$ cat src/rtl/adl32_pkg.sv
// adl32_pkg: constants, widths and types shared by the checksum modules
// no dependencies
`timescale 1ns / 1ps
`default_nettype none

package adl32_pkg;

    localparam int LANES      = 8;
    localparam int DATA_BYTES = 8;
    localparam int LANE_COUNT = (LANES < DATA_BYTES) ? LANES : DATA_BYTES;

    localparam int CNT_W  = 4;
    localparam int BYTE_W = 8;
    localparam int WGT_W  = $clog2(LANE_COUNT + 1);
    localparam int WT_W   = BYTE_W + WGT_W;
    localparam int SUM_W  = $clog2(LANE_COUNT * 255 + 1);
    localparam int WSUM_W = $clog2((LANE_COUNT * (LANE_COUNT + 1) / 2) * 255 + 1);
    localparam int ACC_W  = 20;
    localparam int RED_W  = 17;

    localparam logic [CNT_W-1:0] LANE_COUNT_C = CNT_W'(LANE_COUNT);
    localparam logic [RED_W-1:0] MODULUS      = RED_W'(65521);
    localparam logic [RED_W-1:0] FOLD_MUL     = RED_W'(15);

    typedef struct packed {
        logic [BYTE_W-1:0] byte_val;
        logic [WT_W-1:0]   wtd;
    } t_lane;

    typedef struct packed {
        logic              start;
        logic [CNT_W-1:0]  count;
        logic [SUM_W-1:0]  sum;
        logic [WSUM_W-1:0] wsum;
    } t_sums;

endpackage

`default_nettype wire

$ cat src/rtl/adl32_lane.sv
// adl32_lane: one byte lane, masks the byte and weights it by its distance to the item end
// depends on adl32_pkg
`timescale 1ns / 1ps
`default_nettype none

module adl32_lane
    import adl32_pkg::*;
(
    input  wire logic              i_clk,
    input  wire logic              i_en,
    input  wire logic [BYTE_W-1:0] i_byte,
    input  wire logic [CNT_W-1:0]  i_count,
    input  wire logic [CNT_W-1:0]  i_lane_idx,
    output t_lane                  o_lane
);

    logic              active;
    logic [CNT_W-1:0]  wgt;
    t_lane             n_lane;
    t_lane             r_lane;

    always_comb begin
        active          = (i_lane_idx < i_count);
        wgt             = active ? (i_count - i_lane_idx) : '0;
        n_lane.byte_val = active ? i_byte : '0;
        n_lane.wtd      = WT_W'(i_byte) * WT_W'(wgt[WGT_W-1:0]);
    end

    always_ff @(posedge i_clk) begin
        if (i_en) begin
            r_lane <= n_lane;
        end
    end

    assign o_lane = r_lane;

endmodule

`default_nettype wire

$ cat src/rtl/adl32_merge.sv
// adl32_merge: adds the lane bytes and weighted bytes into per-item sums
// depends on adl32_pkg
`timescale 1ns / 1ps
`default_nettype none

module adl32_merge
    import adl32_pkg::*;
(
    input  wire logic             i_clk,
    input  wire logic             i_en,
    input  wire logic             i_start,
    input  wire logic [CNT_W-1:0] i_count,
    input  wire t_lane            i_lanes [LANE_COUNT],
    output t_sums                 o_sums
);

    t_sums n_sums;
    t_sums r_sums;

    always_comb begin
        n_sums.start = i_start;
        n_sums.count = i_count;
        n_sums.sum   = '0;
        n_sums.wsum  = '0;
        for (int k = 0; k < LANE_COUNT; k++) begin
            n_sums.sum  = n_sums.sum + SUM_W'(i_lanes[k].byte_val);
            n_sums.wsum = n_sums.wsum + WSUM_W'(i_lanes[k].wtd);
        end
    end

    always_ff @(posedge i_clk) begin
        if (i_en) begin
            r_sums <= n_sums;
        end
    end

    assign o_sums = r_sums;

endmodule

`default_nettype wire

$ cat src/rtl/adl32_accum.sv
// adl32_accum: running low and high sums with modulo reduction, checksum register
// depends on adl32_pkg
`timescale 1ns / 1ps
`default_nettype none

module adl32_accum
    import adl32_pkg::*;
(
    input  wire logic   i_clk,
    input  wire logic   i_rst_n,
    input  wire logic   i_upd,
    input  wire logic   i_load_out,
    input  wire t_sums  i_sums,
    output logic [31:0] o_checksum
);

    logic [15:0]      r_low;
    logic [15:0]      r_high;
    logic [31:0]      r_out;
    logic [15:0]      lo_eff;
    logic [15:0]      hi_eff;
    logic [RED_W-1:0] low_t;
    logic [RED_W-1:0] low_r;
    logic [ACC_W-1:0] high_t;
    logic [RED_W-1:0] fold;
    logic [RED_W-1:0] high_r;
    logic [15:0]      n_low;
    logic [15:0]      n_high;

    always_comb begin
        lo_eff = i_sums.start ? 16'd1 : r_low;
        hi_eff = i_sums.start ? 16'd0 : r_high;
        low_t  = RED_W'(lo_eff) + RED_W'(i_sums.sum);
        low_r  = (low_t >= MODULUS) ? (low_t - MODULUS) : low_t;
        n_low  = low_r[15:0];
        high_t = ACC_W'(hi_eff) + ACC_W'(i_sums.count) * ACC_W'(lo_eff)
               + ACC_W'(i_sums.wsum);
        // 2^16 is 15 modulo 65521
        fold   = RED_W'(high_t[ACC_W-1:16]) * FOLD_MUL + RED_W'(high_t[15:0]);
        high_r = (fold >= MODULUS) ? (fold - MODULUS) : fold;
        n_high = high_r[15:0];
    end

    always_ff @(posedge i_clk) begin
        if (!i_rst_n) begin
            r_low  <= 16'd1;
            r_high <= 16'd0;
        end else if (i_upd) begin
            r_low  <= n_low;
            r_high <= n_high;
        end
    end

    always_ff @(posedge i_clk) begin
        if (i_load_out) begin
            r_out <= {n_high, n_low};
        end
    end

    assign o_checksum = r_out;

endmodule

`default_nettype wire

$ cat src/rtl/adler32_checksum.sv
// adler32_checksum: streaming adler-32 engine, top level
// depends on adl32_pkg, adl32_lane, adl32_merge, adl32_accum
//
// input channel: i_valid / o_stall with i_start_req, i_data_bytes, i_byte_count, i_last.
// an item carries up to eight bytes, byte 0 in bits 7..0; byte counts above eight act
// as eight. i_start_req reloads the sums (low 1, high 0) before the item's bytes.
// output channel: o_valid / i_stall with o_checksum, one item per input item with i_last.
// throughput: one item per cycle while o_stall is low; the byte lanes work side by
// side and the running sums take a whole item at once through the accumulator update.
// an accepted item passes the lane, merge and output regs in turn before o_valid rises.
// the output register holds a waiting checksum while i_stall is high; input items keep
// flowing until the next last item reaches the accumulator, then the lane stage fills
// and o_stall rises.
// reset (synchronous, active low) empties the pipeline and sets low 1, high 0.
// sums persist after a last item: a new message must set i_start_req.
`timescale 1ns / 1ps
`default_nettype none

module adler32_checksum
    import adl32_pkg::*;
(
    input  wire logic                       i_clk,
    input  wire logic                       i_rst_n,
    input  wire logic                       i_valid,
    output logic                            o_stall,
    input  wire logic                       i_start_req,
    input  wire logic [DATA_BYTES*8-1:0]    i_data_bytes,
    input  wire logic [CNT_W-1:0]           i_byte_count,
    input  wire logic                       i_last,
    output logic                            o_valid,
    input  wire logic                       i_stall,
    output logic [31:0]                     o_checksum
);

    logic             r_s1_valid;
    logic             r_s1_last;
    logic             r_s1_start;
    logic [CNT_W-1:0] r_s1_count;
    logic             r_s2_valid;
    logic             r_s2_last;
    logic             r_out_valid;

    logic             s3_block;
    logic             s2_ready;
    logic             s1_ready;
    logic             s1_move;
    logic             s2_move;
    logic [CNT_W-1:0] cnt_eff;

    t_lane            lanes [LANE_COUNT];
    t_sums            sums;

    always_comb begin
        s3_block = r_s2_valid && r_s2_last && r_out_valid && i_stall;
        s2_ready = !s3_block;
        s1_ready = !r_s1_valid || s2_ready;
        s1_move  = r_s1_valid && s2_ready;
        s2_move  = r_s2_valid && !s3_block;
        cnt_eff  = (i_byte_count > LANE_COUNT_C) ? LANE_COUNT_C : i_byte_count;
    end

    assign o_stall = !s1_ready;

    // stage 1: byte lanes
    for (genvar g = 0; g < LANE_COUNT; g++) begin : g_lane
        adl32_lane u_lane (
            .i_clk      (i_clk),
            .i_en       (s1_ready),
            .i_byte     (i_data_bytes[8*g +: 8]),
            .i_count    (cnt_eff),
            .i_lane_idx (CNT_W'(g)),
            .o_lane     (lanes[g])
        );
    end

    always_ff @(posedge i_clk) begin
        if (s1_ready) begin
            r_s1_start <= i_start_req;
            r_s1_count <= cnt_eff;
            r_s1_last  <= i_last;
        end
    end

    always_ff @(posedge i_clk) begin
        if (!i_rst_n) begin
            r_s1_valid <= 1'b0;
        end else if (s1_ready) begin
            r_s1_valid <= i_valid;
        end
    end

    // stage 2: merge of lane results
    adl32_merge u_merge (
        .i_clk   (i_clk),
        .i_en    (s2_ready),
        .i_start (r_s1_start),
        .i_count (r_s1_count),
        .i_lanes (lanes),
        .o_sums  (sums)
    );

    always_ff @(posedge i_clk) begin
        if (s2_ready) begin
            r_s2_last <= r_s1_last;
        end
    end

    always_ff @(posedge i_clk) begin
        if (!i_rst_n) begin
            r_s2_valid <= 1'b0;
        end else if (s2_ready) begin
            r_s2_valid <= s1_move;
        end
    end

    // stage 3: running sums and checksum register
    adl32_accum u_accum (
        .i_clk      (i_clk),
        .i_rst_n    (i_rst_n),
        .i_upd      (s2_move),
        .i_load_out (s2_move && r_s2_last),
        .i_sums     (sums),
        .o_checksum (o_checksum)
    );

    always_ff @(posedge i_clk) begin
        if (!i_rst_n) begin
            r_out_valid <= 1'b0;
        end else if (s2_move && r_s2_last) begin
            r_out_valid <= 1'b1;
        end else if (!i_stall) begin
            r_out_valid <= 1'b0;
        end
    end

    assign o_valid = r_out_valid;

endmodule

`default_nettype wire
$ cat config.mk
export PLATFORM = sky130hd
export DESIGN_NAME = adler32_checksum
export DESIGN_NICKNAME = d
export VERILOG_FILES = /design/src/rtl/adl32_pkg.sv /design/src/rtl/adl32_lane.sv /design/src/rtl/adl32_merge.sv /design/src/rtl/adl32_accum.sv /design/src/rtl/adler32_checksum.sv
export SDC_FILE = /design/constraint.sdc
export NUM_CORES = 1
export LEC_CHECK = 0
export ABC_AREA = 1
export BUFFER_PORTS_ARGS = -buffer_cell sky130_fd_sc_hd__clkbuf_2
export CAP_MARGIN = 15
export CORE_MARGIN = 10
export CORE_UTILIZATION = 45
export CTS_CLUSTER_SIZE = 12
export DETAILED_ROUTE_END_ITERATION = 8
export PLACE_DENSITY = 0.72
export SYNTH_ARGS = -nofsm -noshare
export SYNTH_HDL_FRONTEND = slang
export SYNTH_SLANG_ARGS = --single-unit
$ cat constraint.sdc
create_clock -name i_clk -period 7.5 [get_ports i_clk]
set_clock_uncertainty 0.15 [all_clocks]
set_input_delay 0 -clock i_clk [delete_from_list [all_inputs] [get_ports i_clk]]
set_output_delay 0 -clock i_clk [all_outputs]
set_load 0.05 [all_outputs]
==> results of run 1 <==
[critical path, delay by kind of cell, from the launching register on]
| kind | cells | cell delay (ns) |
|---|---|---|
| and+or+nand+nor | 22 | 2.15 |
| DFF | 1 | 0.39 |
| xor gates and xnor gates | 2 | 0.45 |
| adders and majority gates | 8 | 3.33 |
| buffers and inverters | 12 | 1.06 |
| AOI/OAI and AO/OA | 3 | 0.39 |
[layout by cell type (no fill, tap or decap), types with 95 or more instances in the layout]
cell type	n
a21oi_1	140
buf_4	173
clkbuf_2	107
edfxtp_1	229
fa_1	259
ha_1	237
inv_1	612
nand2_1	378
nor2_1	316
xor2_1	95
[layer usage]
layer  up-vias  track usage  part of all wire
met5         -            0                 0
met4         0       0.0539             0.029
met3       112       0.0330             0.058
met2       498        0.356              0.51
met1      9221        0.237              0.40
li1       9290            -                 -
[through the flow]
step	std cells	total power [µW]
6_report	3874	14900
5_1_grt	3874	16400
4_1_cts	3865	14500
3_5_place_dp	3679	12700
3_3_place_gp	3679	12400
2_1_floorplan	2776	9990
[report_power, final]
| group | leakage, µW | total, µW | switching, µW | internal, µW |
|---|---|---|---|---|
| sequential | 0.00277 | 2590 | 132 | 2460 |
| clock | 0.000436 | 1410 | 637 | 773 |
| combinational | 0.0125 | 10900 | 6280 | 4610 |
[flip-flops by register name, indices dropped and copies added, names as in the netlist]
name	cells
u_accum.r_low	16
r_s1_count	4
o_valid	1
u_merge.o_sums	30
r_s1_valid	1
r_s2_valid	1
g_lane.u_lane.o_lane	160
r_s1_last	1
r_s2_last	1
r_s1_start	1
u_accum.o_checksum	32
u_accum.r_high	16
[layout make-up]
cell class	instances	area, µm²	area share
Timing Repair Buffer	378	2930	0.0963
Clock inverter	15	136	0.00449
Clock buffer	38	781	0.0257
Inverter	643	2430	0.0799
Multi-Input combinational cell	1832	15700	0.515
Tap cell	704	881	0.0290
Sequential cell	264	7580	0.249
[what timing repair did]
item / 4_1_cts / 5_1_grt
gates resized for setup: 44 / 112
setup endpoints to repair: 32 / 32
cloned: 1 / 0
hold endpoints to repair: 145 / 0
setup buffers: 47 / 10
hold buffers: 85 / 0
pin swaps: 19 / 69
[worst max-delay path by stage]
stage                                                   to  cells after the start
after floorplan           u_accum.o_checksum[30]$_DFFE_PP_                     45
after global placement    u_accum.o_checksum[30]$_DFFE_PP_                     47
after detailed placement  u_accum.o_checksum[24]$_DFFE_PP_                     47
after CTS                 u_accum.o_checksum[24]$_DFFE_PP_                     46
after global routing        u_accum.r_high[7]$_SDFFE_PN0P_                     47
final                       u_accum.r_high[7]$_SDFFE_PN0P_                     47
[cell families (layout without fill, tap and decap cells)]
| kind of cell | count (synthesis) | in the layout | share of synthesized area |
|---|---|---|---|
| simple gates | 936 | 936 | 0.154 |
| buf+inv | 680 | 1074 | 0.104 |
| fa+ha+maj | 512 | 512 | 0.336 |
| flops | 264 | 264 | 0.305 |
| compound gates | 223 | 223 | 0.0486 |
| xor+xnor | 145 | 145 | 0.0523 |
| other cells | 2 | 16 | 0.000302 |
==> run metrics, run 1 <==
DR iter-0 viols=1118; Worst-Skew Late Latency=0.60 ns; Inserted Clock Buffers=30; die area=0.0651 mm²; top cell type's share of synthesized area=0.276; outcome=finished, violations left; first-pass GRT wire length=101000 µm; nature of the critical path endpoint=flip-flop; Final Setup Violations=32; CP Launch Point=u_merge.o_sums[29]$_DFFE_PN_; WS Path Type=flip-flop to flip-flop; I/O pins=108; slew at the pin closest to its max-slew limit=1.01 ns; violated checks=setup timing; commonest register cell after synthesis=edfxtp_1; root buffer cell=clkbuf_16; Mean Syn Cell Area=9.00 µm²; core area=0.0549 mm²; Worst Reg2Reg Path Length in Cells=47; Worst Hold End=r_s1_start$_DFFE_PN_; Pre-antenna DRT Iters=6; vias in the first global route=19479; Core Rows=86; final period utilization=1.07; count leader, synth=inv_1; register bit total from synthesis=264; Max Clock Freq=0.125 GHz; DRC Markers=0; Hold WS=0.00455 ns; Hold Path Origin=i_start_req; Syn-to-layout area delta=22.2%; synth unique cells=46; RR Startpoint=u_merge.o_sums[29]$_DFFE_PN_; Routed Wire Length=63700 µm; GRT Total Usage=0.197; Required @ worst endpoint=7.88 ns; Min-Delay Path Depth=2; P per Cell Area=490 mW/mm²; slowest cell on the critical path=fa_1; DP HPWL=49900 µm; layout cell share with drive strength beyond 1=0.169; nets@finish=3735; RSZ-0062 raised after global routing=yes; Setup WS pre-CTS=-0.479 ns; Routed Antenna Nets=0; remaining global-route overflow=0; fillers=4745; share of flip-flops with an asynchronous set or reset=0; Post-synth top cells=inv_1, nand2_1, nor2_1, fa_1, ha_1; Die Y=255 µm; Cell Area, Placed=0.0275 mm²; Post-synth EDFFs=229; reg-to-reg critical path endpoint=u_accum.r_high[7]$_SDFFE_PN0P_; CTS Sinks=264; Final Hold Fails=0; flop2flop setup slack=-0.51 ns; WP data arrival=8.38 ns; Worst IR Drop VDD=1.53 mV; fin area=0.0304 mm²; htree depth=1; clk buf depth=3; Max Cap Violations=0; Slew Limit Fails=0; Vias=19121; largest cells by area after synthesis=edfxtp_1, fa_1, ha_1, inv_1, nand2_1; PortBufs=107; WL/cell=16.5 µm; CP peak stage delay=0.55 ns; minimum clock period=8.01 ns; CTS tree=built; vias per inst=4.94; Worst Path Max Fanout=8; area leader, netlist=edfxtp_1; ANT cells=0; die width=255 µm; Finished Core Util=0.554; sequential fraction of the synthesis area=0.305; routability cong.=0.907; leakage=0.0158 µW; Slew Limit Headroom=0.328; Worst Hold Class=primary input to flip-flop; Startpoint Class=flip-flop; largest net degree at the start of global routing=99; Initial Util=0.453; Fin Setup TNS=-14.44 ns; number of antenna violations at the first check in global routing=0; Mapped Area=0.0249 mm²; Cells after Synth=2762; final setup margin=-0.505 ns; Synthesis Warnings=0; Clock Pin Slew Worst Setup and Hold Paths=0.06 ns
Power figures use the tool's default switching activity.
==> inputs of run 2 (changes only) <==
SKIP_LAST_GASP = 1   (was default)
==> run 2 against run 1 <==
  * Sequential cell count unchanged
  * Clock power about the same
  * Largest power group unchanged
  * Power up 0.20%
  * Maximum frequency down 0.25%
  * First-iteration DRC count up 6.4%
  * The run still ends with setup timing left
==> run metrics, run 2 (synthesized netlist as in run 1, its figures left out) <==
CTS Sinks=264; Pre-antenna DRT Iters=6; Max Cap Violations=0; Vias=19183; Max Clock Freq=0.125 GHz; ANT cells=0; Routed Antenna Nets=0; Worst Hold Class=primary input to flip-flop; number of antenna violations at the first check in global routing=0; vias in the first global route=19478; DP HPWL=49900 µm; Core Rows=86; Routed Wire Length=63700 µm; RSZ-0062 raised after global routing=yes; Slew Limit Fails=0; Startpoint Class=flip-flop; DRC Markers=0; commonest non-fill, non-tap cells in the layout=inv_1, nand2_1, nor2_1; Slew Limit Headroom=0.330; Initial Util=0.453; Required @ worst endpoint=7.87 ns; fin area=0.0304 mm²; CP peak stage delay=0.55 ns; final period utilization=1.07; Final Hold Fails=0; Fin Setup TNS=-13.80 ns; nets@finish=3734; Final Setup Violations=32; commonest non-fill, non-tap cell in the layout=inv_1; WS Path Type=flip-flop to flip-flop; nature of the critical path endpoint=flip-flop; clk buf depth=3; root buffer cell=clkbuf_16; htree depth=1; final setup margin=-0.525 ns; Syn-to-layout area delta=22.1%; largest net degree at the start of global routing=99; remaining global-route overflow=0; die width=255 µm; Inserted Clock Buffers=30; Worst Path Max Fanout=8; die area=0.0651 mm²; minimum clock period=8.03 ns; WP data arrival=8.40 ns; PortBufs=107; vias per inst=4.95; slew at the pin closest to its max-slew limit=1.00 ns; outcome=finished, violations left; DR iter-0 viols=1190; routability cong.=0.907; Cell Area, Placed=0.0275 mm²; core area=0.0549 mm²; first-pass GRT wire length=101000 µm; fillers=4757; GRT Total Usage=0.197; CTS tree=built; Clock Pin Slew Worst Setup and Hold Paths=0.06 ns; max FFs per register=160; Worst IR Drop VDD=1.54 mV; leakage=0.0157 µW; layout cell share with drive strength beyond 1=0.168; slowest cell on the critical path=fa_1; WL/cell=16.5 µm; Worst-Skew Late Latency=0.60 ns; I/O pins=108; Die Y=255 µm; violated checks=setup timing; P per Cell Area=492 mW/mm²
==> run 2: cell types whose count changed in the layout (fill, tap and decap cells not counted), sizes merged <==
cell  delta
buf      -1
==> run 2: repair_timing <==
item | 4_1_cts | 5_1_grt
resized for setup | 41 | 110
hold buffers | 85 | 0
gates cloned | 1 | 0
setup buffers | 47 | 9
endpoints found under the setup margin | 32 | 32
pin swaps | 18 | 66
hold endpoints to repair | 145 | 0
==> run 2: final cells by class <==
type	count	area, µm²	share of cell area
Multi-Input combinational cell	1832	15600	0.515
Sequential cell	264	7580	0.250
Timing Repair Buffer	377	2920	0.0961
Inverter	643	2430	0.0800
Tap cell	704	881	0.0290
Clock buffer	38	781	0.0257
Clock inverter	15	136	0.00449
==> run 2: critical path, delay by kind of cell (launching register included) <==
kind	cells	cell delay, ns
buffers and inverters	12	1.06
AOI/OAI and AO/OA	3	0.42
xor gates and xnor gates	2	0.43
and+or+nand+nor	22	2.15
adders and majority gates	8	3.33
DFF	1	0.39
==> run 2: final timing paths <==
path	from	endpoint	slack, ns	depth (start not counted)
hold / removal	i_start_req	r_s1_start$_DFFE_PN_	0.007	2
setup reg to reg	u_merge.o_sums[29]$_DFFE_PN_	u_accum.r_high[0]$_SDFFE_PN0P_	-0.53	47
setup / recovery	u_merge.o_sums[29]$_DFFE_PN_	u_accum.r_high[0]$_SDFFE_PN0P_	-0.53	47
hold reg to reg	r_s1_last$_DFFE_PN_	r_s2_last$_DFFE_PN_	0.27	0
==> run 2: power by group <==
part | total, µW | internal [µW] | leakage [µW] | switching, µW
clock | 1410 | 773 | 0.000436 | 637
combinational | 10900 | 4610 | 0.0125 | 6300
sequential | 2600 | 2470 | 0.00277 | 133
total | 14900 | 7850 | 0.0157 | 7070
==> run 2: layer usage <==
layer | wire length [µm] | GRT usage | vias up | share of wire
met5 | 0 | 0 | - | 0
met2 | 32800 | 0.356 | 552 | 0.51
met1 | 25000 | 0.237 | 9225 | 0.39
met4 | 1890 | 0.0537 | 0 | 0.030
met3 | 4030 | 0.0331 | 120 | 0.063
li1 | - | - | 9286 | -
==> run 2: metrics by stage <==
stage | total power [µW] | utilization | worst slack [ns] | hold WS, ns | cells
after floorplan | 9990 | - | -0.0189 | -0.0511 | 2776
after global placement | 12400 | 0.502 | -0.353 | 0.0291 | 3679
after detailed placement | 12700 | 0.502 | -0.479 | 0.0290 | 3679
after CTS | 14500 | 0.544 | -0.301 | 0.00164 | 3865
after global routing | 16400 | 0.553 | -0.833 | 0.0167 | 3873
final | 14900 | 0.553 | -0.525 | 0.00733 | 3873
